[config.mk]
export PLATFORM = sky130hd
export DESIGN_NAME = sensor_moving_average_predict_rms
export DESIGN_NICKNAME = d
export VERILOG_FILES = /design/src/smarms_pkg.sv /design/src/smarms_window.sv /design/src/smarms_avgdiv.sv /design/src/smarms_rms.sv /design/src/sensor_moving_average_predict_rms.sv
export SDC_FILE = /design/constraint.sdc
export NUM_CORES = 2
export LEC_CHECK = 0
export BUFFER_PORTS_ARGS = -buffer_cell sky130_fd_sc_hd__buf_4
export CAP_MARGIN = 25
export CORE_UTILIZATION = 60
export DETAILED_ROUTE_END_ITERATION = 8
export GPL_TIMING_DRIVEN = 0
export PLACE_DENSITY_LB_ADDON = 0.08
export SETUP_SLACK_MARGIN = 0.3
export SYNTH_ARGS = -nofsm -noshare
export SYNTH_HDL_FRONTEND = slang
export SYNTH_SLANG_ARGS = --single-unit
[constraint.sdc]
create_clock -name clock -period 10.6 [get_ports clock]
set_clock_uncertainty 0.2 [all_clocks]
set_input_delay 1.59 -clock clock [delete_from_list [all_inputs] [get_ports clock]]
set_output_delay 1.59 -clock clock [all_outputs]
set_load 0.02 [all_outputs]
[src/smarms_pkg.sv]
// Shared types and constants for the moving-average predictor with RMS
package smarms_pkg;

   // Field widths
   localparam int TEMP_W = 12;
   localparam int PRED_W = 15;
   localparam int ACC_W  = 16;
   localparam int RMS_W  = 16;

   // Quotient bits of the biased window average
   localparam int QUOT_W = 12;

   // Width of the square-root operand: at most 2^30
   localparam int ROOT_W = 31;

   // 25 C in 1/16 degree units
   localparam int RESET_TEMP_VAL = 400;

   // floor(x/3) == (x * RECIP_THIRD) >> 33 for any 32-bit x
   localparam logic [31:0] RECIP_THIRD = 32'hAAAA_AAAB;
   localparam int          RECIP_SHIFT = 33;

   typedef logic signed [TEMP_W-1:0] temp_type;

   typedef struct packed {
      logic signed [ACC_W-1:0] x;
      logic signed [ACC_W-1:0] y;
      logic signed [ACC_W-1:0] z;
   } accel_type;

endpackage

[src/smarms_window.sv]
// Ring window of used temperatures: registered read, then write-back of the new sample
module smarms_window #(
   parameter  int WINDOW  = 8,
   localparam int SLOT_W  = (WINDOW > 1) ? $clog2(WINDOW) : 1,
   localparam int TOTAL_W = smarms_pkg::TEMP_W + $clog2(WINDOW)
) (
   input  logic                      clock,
   input  logic                      reset,
   input  logic                      start,
   input  logic                      temp_valid,
   input  smarms_pkg::temp_type      temperature,
   output smarms_pkg::temp_type      used,
   output logic signed [TOTAL_W-1:0] total,
   output logic                      done
);

   localparam smarms_pkg::temp_type RESET_TEMP =
      smarms_pkg::TEMP_W'(smarms_pkg::RESET_TEMP_VAL);
   localparam logic signed [TOTAL_W-1:0] RESET_TOTAL =
      TOTAL_W'(smarms_pkg::RESET_TEMP_VAL * WINDOW);

   smarms_pkg::temp_type      win_mem_ff [WINDOW];
   smarms_pkg::temp_type      rd_data_ff;
   logic [WINDOW-1:0]         valid_ff;
   logic                      old_valid_ff;
   logic [SLOT_W-1:0]         slot_ff;
   logic [SLOT_W-1:0]         slot_in;
   logic signed [TOTAL_W-1:0] total_ff;
   logic signed [TOTAL_W-1:0] total_in;
   smarms_pkg::temp_type      last_good_ff;
   smarms_pkg::temp_type      used_ff;
   smarms_pkg::temp_type      used_in;
   smarms_pkg::temp_type      old_val;
   logic                      rmw_ff;
   logic                      done_ff;

   // Failed read falls back to the last good sample
   assign used_in = temp_valid ? temperature : last_good_ff;

   // Entries never written read as 25 C
   assign old_val  = old_valid_ff ? rd_data_ff : RESET_TEMP;
   assign total_in = total_ff - TOTAL_W'(old_val) + TOTAL_W'(used_ff);
   assign slot_in  = (slot_ff == SLOT_W'(WINDOW - 1)) ? '0 : slot_ff + 1'b1;

   // Control and running state
   always_ff @(posedge clock) begin
      if (reset) begin
         slot_ff      <= '0;
         valid_ff     <= '0;
         total_ff     <= RESET_TOTAL;
         last_good_ff <= RESET_TEMP;
         rmw_ff       <= 1'b0;
         done_ff      <= 1'b0;
      end else begin
         rmw_ff  <= start;
         done_ff <= rmw_ff;
         if (start) begin
            last_good_ff <= used_in;
         end
         if (rmw_ff) begin
            valid_ff[slot_ff] <= 1'b1;
            total_ff          <= total_in;
            slot_ff           <= slot_in;
         end
      end
   end

   // Sample capture
   always_ff @(posedge clock) begin
      if (start) begin
         used_ff      <= used_in;
         old_valid_ff <= valid_ff[slot_ff];
      end
   end

   // Window memory: read on start, write back the next cycle
   always_ff @(posedge clock) begin
      if (start) begin
         rd_data_ff <= win_mem_ff[slot_ff];
      end
      if (rmw_ff) begin
         win_mem_ff[slot_ff] <= used_ff;
      end
   end

   assign used  = used_ff;
   assign total = total_ff;
   assign done  = done_ff;

   // Write-back is a single cycle and is followed by the done pulse
   a_rmw_done: assert property (@(posedge clock) disable iff (reset)
      rmw_ff |=> done_ff && !rmw_ff)
      else $error("window write-back not followed by done");

endmodule

[src/smarms_avgdiv.sv]
// Window average: floor of the biased total over WINDOW by reciprocal multiplication
module smarms_avgdiv #(
   parameter  int WINDOW  = 8,
   localparam int TOTAL_W = smarms_pkg::TEMP_W + $clog2(WINDOW)
) (
   input  logic                      clock,
   input  logic                      reset,
   input  logic                      start,
   input  logic signed [TOTAL_W-1:0] total,
   output smarms_pkg::temp_type      avg,
   output logic                      done
);

   localparam int QW      = smarms_pkg::QUOT_W;
   // Reciprocal scaled by 2^SHIFT and rounded up: exact for any dividend below 2^TOTAL_W
   localparam int SHIFT   = TOTAL_W + $clog2(WINDOW);
   localparam int RECIP_W = TOTAL_W + 2;
   localparam int PROD_W  = TOTAL_W + RECIP_W;
   localparam longint RECIP_VAL =
      ((longint'(1) << SHIFT) + longint'(WINDOW) - 1) / longint'(WINDOW);
   localparam logic [RECIP_W-1:0] RECIP = RECIP_W'(RECIP_VAL);
   // Bias of 2048*WINDOW makes the dividend non-negative; the floor then
   // comes out of a plain unsigned quotient
   localparam logic [TOTAL_W-1:0] BIAS = TOTAL_W'(2048 * WINDOW);

   logic [TOTAL_W-1:0] biased;
   logic [PROD_W-1:0]  product;
   logic [QW-1:0]      quot_ff;
   logic               done_ff;

   assign biased  = $unsigned(total) + BIAS;
   assign product = PROD_W'(biased) * PROD_W'(RECIP);

   // Completion flag, set in the cycle after start
   always_ff @(posedge clock) begin
      if (reset) begin
         done_ff <= 1'b0;
      end else begin
         done_ff <= start;
      end
   end

   // Quotient register
   always_ff @(posedge clock) begin
      if (start) begin
         quot_ff <= QW'(product >> SHIFT);
      end
   end

   // Removing the bias of 2048 flips the top quotient bit
   assign avg  = {~quot_ff[QW-1], quot_ff[QW-2:0]};
   assign done = done_ff;

   // Every start is flagged as done on the next cycle
   a_div_done: assert property (@(posedge clock) disable iff (reset)
      start |=> done_ff)
      else $error("average not flagged one cycle after start");

endmodule

[src/smarms_rms.sv]
// Acceleration RMS: squares, sum, divide by three, then a 16-step square root
module smarms_rms (
   input  logic                              clock,
   input  logic                              reset,
   input  logic                              start,
   input  smarms_pkg::accel_type             accel,
   output logic [smarms_pkg::RMS_W-1:0]      rms,
   output logic                              done
);

   localparam int RW = smarms_pkg::ROOT_W;

   localparam logic [2:0] R_IDLE   = 3'd0;
   localparam logic [2:0] R_SQUARE = 3'd1;
   localparam logic [2:0] R_SUM    = 3'd2;
   localparam logic [2:0] R_SCALE  = 3'd3;
   localparam logic [2:0] R_ROOT   = 3'd4;

   logic [2:0]            state_ff;
   logic [3:0]            cnt_ff;
   logic                  done_ff;
   smarms_pkg::accel_type axes_ff;
   logic signed [31:0]    sq_x;
   logic signed [31:0]    sq_y;
   logic signed [31:0]    sq_z;
   logic [31:0]           sqx_ff;
   logic [31:0]           sqy_ff;
   logic [31:0]           sqz_ff;
   logic [31:0]           sum_ff;
   logic [63:0]           scaled;
   logic [RW-1:0]         x_ff;
   logic [RW-1:0]         res_ff;
   logic [RW-1:0]         bit_ff;
   logic [RW:0]           trial;
   logic                  take;

   assign sq_x   = axes_ff.x * axes_ff.x;
   assign sq_y   = axes_ff.y * axes_ff.y;
   assign sq_z   = axes_ff.z * axes_ff.z;
   assign scaled = sum_ff * smarms_pkg::RECIP_THIRD;

   assign trial = {1'b0, res_ff} + {1'b0, bit_ff};
   assign take  = {1'b0, x_ff} >= trial;

   // Sequencer
   always_ff @(posedge clock) begin
      if (reset) begin
         state_ff <= R_IDLE;
         cnt_ff   <= '0;
         done_ff  <= 1'b0;
      end else begin
         done_ff <= 1'b0;
         case (state_ff)
            R_IDLE: begin
               if (start) begin
                  state_ff <= R_SQUARE;
               end
            end
            R_SQUARE: state_ff <= R_SUM;
            R_SUM:    state_ff <= R_SCALE;
            R_SCALE: begin
               state_ff <= R_ROOT;
               cnt_ff   <= 4'd15;
            end
            R_ROOT: begin
               if (cnt_ff == '0) begin
                  state_ff <= R_IDLE;
                  done_ff  <= 1'b1;
               end else begin
                  cnt_ff <= cnt_ff - 1'b1;
               end
            end
            default: state_ff <= R_IDLE;
         endcase
      end
   end

   // Datapath
   always_ff @(posedge clock) begin
      if (start) begin
         axes_ff <= accel;
      end
      case (state_ff)
         R_SQUARE: begin
            sqx_ff <= $unsigned(sq_x);
            sqy_ff <= $unsigned(sq_y);
            sqz_ff <= $unsigned(sq_z);
         end
         R_SUM: sum_ff <= sqx_ff + sqy_ff + sqz_ff;
         R_SCALE: begin
            x_ff   <= scaled[smarms_pkg::RECIP_SHIFT +: RW];
            res_ff <= '0;
            bit_ff <= RW'(1) << (RW - 1);
         end
         R_ROOT: begin
            if (take) begin
               x_ff   <= x_ff - trial[RW-1:0];
               res_ff <= (res_ff >> 1) + bit_ff;
            end else begin
               res_ff <= res_ff >> 1;
            end
            bit_ff <= bit_ff >> 2;
         end
         default: ;
      endcase
   end

   assign rms  = res_ff[smarms_pkg::RMS_W-1:0];
   assign done = done_ff;

endmodule

[src/sensor_moving_average_predict_rms.sv]
// Channel  Direction  Handshake           Payload
// req      in         req_valid/req_stall temp_valid, temperature, accel_x/y/z
// rsp      out        rsp_valid/rsp_stall used_temperature, predicted_temperature, accel_rms
//
// One transaction at a time; the time from acceptance to result is set by the
// 16-step square root after squaring, summing and scaling; the window read,
// write-back and reciprocal multiply for the average finish inside that span.
// Reset: per-entry valid bits make every window entry read as 25 C, so requests
// are taken from the first cycle after reset. A result waiting in the output
// register does not stall the next request; a new result waits for it to empty.
module sensor_moving_average_predict_rms #(
   parameter int WINDOW = 8
) (
   input  logic                                      clock,
   input  logic                                      reset,
   input  logic                                      req_valid,
   output logic                                      req_stall,
   input  logic                                      req_temp_valid,
   input  logic signed [smarms_pkg::TEMP_W-1:0]      req_temperature,
   input  logic signed [smarms_pkg::ACC_W-1:0]       req_accel_x,
   input  logic signed [smarms_pkg::ACC_W-1:0]       req_accel_y,
   input  logic signed [smarms_pkg::ACC_W-1:0]       req_accel_z,
   output logic                                      rsp_valid,
   input  logic                                      rsp_stall,
   output logic signed [smarms_pkg::TEMP_W-1:0]      rsp_used_temperature,
   output logic signed [smarms_pkg::PRED_W-1:0]      rsp_predicted_temperature,
   output logic        [smarms_pkg::RMS_W-1:0]       rsp_accel_rms
);

   localparam int TOTAL_W = smarms_pkg::TEMP_W + $clog2(WINDOW);
   localparam int PW      = smarms_pkg::PRED_W;

   localparam logic T_IDLE = 1'b0;
   localparam logic T_BUSY = 1'b1;

   logic                               state_ff;
   logic                               div_seen_ff;
   logic                               rms_seen_ff;
   logic                               rsp_valid_ff;
   smarms_pkg::temp_type               used_out_ff;
   logic signed [PW-1:0]               pred_ff;
   logic [smarms_pkg::RMS_W-1:0]       rms_out_ff;
   logic                               req_accept;
   logic                               out_free;
   logic                               finish;
   smarms_pkg::accel_type              accel;
   smarms_pkg::temp_type               win_used;
   logic signed [TOTAL_W-1:0]          win_total;
   logic                               win_done;
   smarms_pkg::temp_type               div_avg;
   logic                               div_done;
   logic [smarms_pkg::RMS_W-1:0]       rms_val;
   logic                               rms_done;
   logic signed [PW-1:0]               used_ext;
   logic signed [PW-1:0]               avg_ext;
   logic signed [PW-1:0]               pred_in;

   assign req_stall  = (state_ff == T_BUSY);
   assign req_accept = req_valid && !req_stall;
   assign out_free   = !rsp_valid_ff || !rsp_stall;
   assign finish     = (state_ff == T_BUSY) && div_seen_ff && rms_seen_ff && out_free;

   assign accel = '{x: req_accel_x, y: req_accel_y, z: req_accel_z};

   smarms_window #(.WINDOW(WINDOW)) u_window (
      .clock       (clock),
      .reset       (reset),
      .start       (req_accept),
      .temp_valid  (req_temp_valid),
      .temperature (req_temperature),
      .used        (win_used),
      .total       (win_total),
      .done        (win_done)
   );

   smarms_avgdiv #(.WINDOW(WINDOW)) u_avgdiv (
      .clock (clock),
      .reset (reset),
      .start (win_done),
      .total (win_total),
      .avg   (div_avg),
      .done  (div_done)
   );

   smarms_rms u_rms (
      .clock (clock),
      .reset (reset),
      .start (req_accept),
      .accel (accel),
      .rms   (rms_val),
      .done  (rms_done)
   );

   // Prediction: 3*used - 2*avg
   assign used_ext = PW'(win_used);
   assign avg_ext  = PW'(div_avg);
   assign pred_in  = (used_ext <<< 1) + used_ext - (avg_ext <<< 1);

   // Transaction control
   always_ff @(posedge clock) begin
      if (reset) begin
         state_ff     <= T_IDLE;
         div_seen_ff  <= 1'b0;
         rms_seen_ff  <= 1'b0;
         rsp_valid_ff <= 1'b0;
      end else begin
         if (req_accept) begin
            state_ff    <= T_BUSY;
            div_seen_ff <= 1'b0;
            rms_seen_ff <= 1'b0;
         end else begin
            if (div_done) begin
               div_seen_ff <= 1'b1;
            end
            if (rms_done) begin
               rms_seen_ff <= 1'b1;
            end
            if (finish) begin
               state_ff <= T_IDLE;
            end
         end
         if (finish) begin
            rsp_valid_ff <= 1'b1;
         end else if (!rsp_stall) begin
            rsp_valid_ff <= 1'b0;
         end
      end
   end

   // Result register
   always_ff @(posedge clock) begin
      if (finish) begin
         used_out_ff <= win_used;
         pred_ff     <= pred_in;
         rms_out_ff  <= rms_val;
      end
   end

   assign rsp_valid                 = rsp_valid_ff;
   assign rsp_used_temperature      = used_out_ff;
   assign rsp_predicted_temperature = pred_ff;
   assign rsp_accel_rms             = rms_out_ff;

   // A new transaction starts with both completion flags cleared
   a_accept_busy: assert property (@(posedge clock) disable iff (reset)
      req_accept |=> state_ff == T_BUSY && !div_seen_ff && !rms_seen_ff)
      else $error("accepted transaction did not start cleanly");

   // Finishing loads the result register and frees the input side
   a_finish_out: assert property (@(posedge clock) disable iff (reset)
      finish |=> rsp_valid_ff && state_ff == T_IDLE)
      else $error("finished transaction not presented");

   // No result is presented before the average of the current transaction is ready
   a_no_stale: assert property (@(posedge clock) disable iff (reset)
      state_ff == T_BUSY && !div_seen_ff |=> !finish || div_seen_ff)
      else $error("result taken before the average was ready");

endmodule

==> impl_metrics.yaml <==
run_status:
  status: "completed"
global_route:
  antenna_found_initial: 1
  grt_pass1_wl_um: 248000
  grt_max_degree: 39
  grt_pass1_vias: 46800
  grt_usage_pct: 28.9
  grt.overflow.total: 0
routing:
  drc: 0
  firstDrtPassIters: 7
  wl_um: 154000
  via_per_inst: 5.52
  drtIter0Drc: 2722
  via_count: 43800
  wire_per_inst_um: 19.4
  ant_nets: 0
sta:
  max_freq_mhz: 108
  fin_crit_ps: 9240
  period_share_pct: 87.1
  worst_slack_ps: 1360
  final_hold_viol_count: 0
  setup_violations: 0
  rsz0062_at_grt: "false"
  setup_tns_ps: 0
  drv_slew: 0
  slew_headroom_pct: 28.8
  worstMarginPinSlew_ps: 1070
worst_hold_path:
  holdCritPathClass: "flop to flop"
  hold_end: "u_avgdiv.quot_ff[2]$_DFFE_PP_"
  holdPathStages: 0
  min-delay-start: "u_window.total[5]$_SDFFE_PP0P_"
floorplanning:
  io_pins: 110
  dieArea_um2: 111000
  rows: 121
  start_util_pct: 60.5
  chipWidth_um: 334
  die_y_um: 334
  core_area_um2: 109000
yosys:
  synth_top_family_by_area: "adder cells"
  netlist_top_cells_area: "fa_1, edfxtp_1, ha_1"
  synthesis.instances: 6281
  netlist_area_um2: 66000
  ys_ff_latch: 479
  synth_compound_area_share_pct: 7.02
  avgSynthCellArea_um2: 10.5
  synthArstFlopShare_pct: 0
  synthAdderAreaFrac_pct: 48.4
  synthSimpleGateAreaFrac_pct: 8.45
  synth_enable_flop_cells: 426
  synthMuxAreaShare_pct: 1.53
  synth-seq-area-share_pct: 21.0
  yosys_warnings: 0
  yosysMostFrequentCell: "inv_1"
  ys_top_cells_by_count: "inv_1, fa_1, ha_1"
  synth_top_cell_by_area: "fa_1"
  synth_cell_types: 79
  synth_top_area_share_pct: 34.4
  ys.flop_type: "edfxtp_1"
  synth-xor-area-share_pct: 4.13
placement:
  hpwl_um: 129000
  post-place-ws_ps: 1630
  port_buffers: 108
  place_area_um2: 69000
  place.gp.congestion: 0.971
worst_setup_path:
  crit_path_max_fanout: 8
  cp_slowest_cell: "xor2_1"
  required_ps: 10790
  cp.arrival_ps: 9420
  start_kind: "flop"
  critPathMaxStageDelay_ps: 670
  crit_type: "flop to flop"
  cp_common_cell: "fa_1"
  reg2regPathDepth: 23
  crit_chain: "ha_1 > xor2_1 > ha_1 > inv_1 > fa_1 > fa_1 > inv_1 > fa_1 > fa_1 > fa_1 > inv_1 > fa_1 > inv_1 > ha_1 > a21o_1 > nor4_1 > o2111ai_1 > o211ai_1 > a21oi_1 > o211ai_1 > a31oi_1 > xnor2_1 > o21ai_0"
  r2r_slack_ps: 1360
  r2r-end: "u_rms.x_ff[28]$_DFFE_PP_"
  endpoint_kind: "flop"
  r2r_start: "u_rms.sum_ff[14]$_DFFE_PN_"
flow_run:
  max_cap_viol_count: 0
clocking:
  cts_sinks: 479
  cts_tree: "done"
  clock_path_buffers: 3
  path_clk_slew_ps: 60
  cts.repair.resized: 0
  clk_latency_ps: 690
  cts-root-buf: "clkbuf_16"
  cts_htree_levels: 2
  numCtsBuffers: 56
  cts_hold_buffers: 0
  post_cts_buffers: 0
final_layout:
  areaGrowthSynthToFinish_pct: 7.58
  finish.utilization_pct: 65.1
  final_area_um2: 71000
  layout-drive-gt1-share_pct: 4.97
  nets: 8413
-- state kept, by name, summed over array words and instances, names as in the netlist, 8 cells and up --
register / count
rsp_predicted_temperature: 14
u_rms.bit_ff: 16
rsp_accel_rms: 16
u_window.valid_ff: 8
u_window.used: 12
u_rms.res_ff: 31
u_window.win_mem_ff: 96
u_avgdiv.quot_ff: 12
u_rms.axes_ff: 48
u_window.total: 15
u_window.last_good_ff: 12
rsp_used_temperature: 12
u_rms.sqz_ff: 31
u_rms.x_ff: 31
u_rms.sqx_ff: 31
u_rms.sum_ff: 32
u_rms.sqy_ff: 31
u_window.rd_data_ff: 12
-- through the flow --
stage	std cells	hold slack, ps
4_1_cts	7937	255
3_3_place_gp	7805	246
3_5_place_dp	7833	246
2_1_floorplan	6283	208
5_1_grt	7937	262
6_report	7938	257
-- final cells by class --
cell class	count	area, um2
Timing Repair Buffer	136	1210
Multi-Input combinational cell	4139	45900
Fill cell	8838	38000
Tap cell	1414	1770
Antenna cell	1	2.50
Clock inverter	30	442
Sequential cell	479	13900
Inverter	1550	5820
Clock buffer	74	1520
Buffer	115	439
-- placed cells by master, fill, tap and decap left out, types with 37 or more instances in the layout --
master,netlist,routed
and3_1,45,45
ha_1,736,736
a21oi_1,226,225
buf_4,1,109
nand2b_1,52,52
nand3_1,38,38
o21ai_0,123,122
xor2_1,111,111
nor2_1,299,299
fa_1,1135,1135
a211oi_1,37,37
a31oi_1,40,40
clkbuf_16,0,57
xnor2_1,200,200
inv_1,1547,1547
a21o_1,113,113
and2_1,154,154
dfxtp_1,53,53
clkbuf_1,104,118
nor2b_1,40,40
nand2_1,372,371
edfxtp_1,426,426
nor3_1,61,59
-- per-layer routing --
metal | vias up | share of wire (%) | track usage [%]
li1 | 20300 | - | -
met4 | 2 | 3.7 | 10.1
met1 | 22000 | 43 | 39.7
met5 | - | 0.0071 | 0
met3 | 254 | 7.2 | 5.83
met2 | 1273 | 46 | 45.9
-- cell families after synthesis --
| logic type | after synthesis |
|---|---|
| xor gates and xnor gates | 311 |
| DFF | 479 |
| and+or+nand+nor | 1170 |
| adders and majority gates | 1871 |
| buffers and inverters | 1665 |
| muxes | 65 |
| AOI/OAI and AO/OA | 719 |
| other | 1 |
-- worst max path at each step --
| stage | from | end | slack (ps) |
|---|---|---|---|
| 2_1_floorplan | u_rms.state_ff[2]$_SDFFE_PP0P_ | u_rms.sqx_ff[0]$_DFFE_PP_ | 2440 |
| 3_3_place_gp | u_rms.state_ff[2]$_SDFFE_PP0P_ | u_rms.sqz_ff[31]$_DFFE_PP_ | -850 |
| 3_5_place_dp | u_rms.sum_ff[14]$_DFFE_PN_ | u_rms.x_ff[28]$_DFFE_PP_ | 1630 |
| 4_1_cts | u_rms.sum_ff[14]$_DFFE_PN_ | u_rms.x_ff[28]$_DFFE_PP_ | 1570 |
| 5_1_grt | u_rms.sum_ff[14]$_DFFE_PN_ | u_rms.x_ff[28]$_DFFE_PP_ | 1110 |
| 6_report | u_rms.sum_ff[14]$_DFFE_PN_ | u_rms.x_ff[28]$_DFFE_PP_ | 1360 |
-- worst max-delay path, delay by kind of cell, from the launching register on --
family,cells,cell delay (ps)
compound gates,7,2050
buf+inv,4,320
fa+ha+maj,9,4240
xor+xnor,2,950
flops,1,630
simple gates,1,510
Power is not shown: default switching activity piles up to over one toggle a cycle in this logic, so the estimate is an artifact.
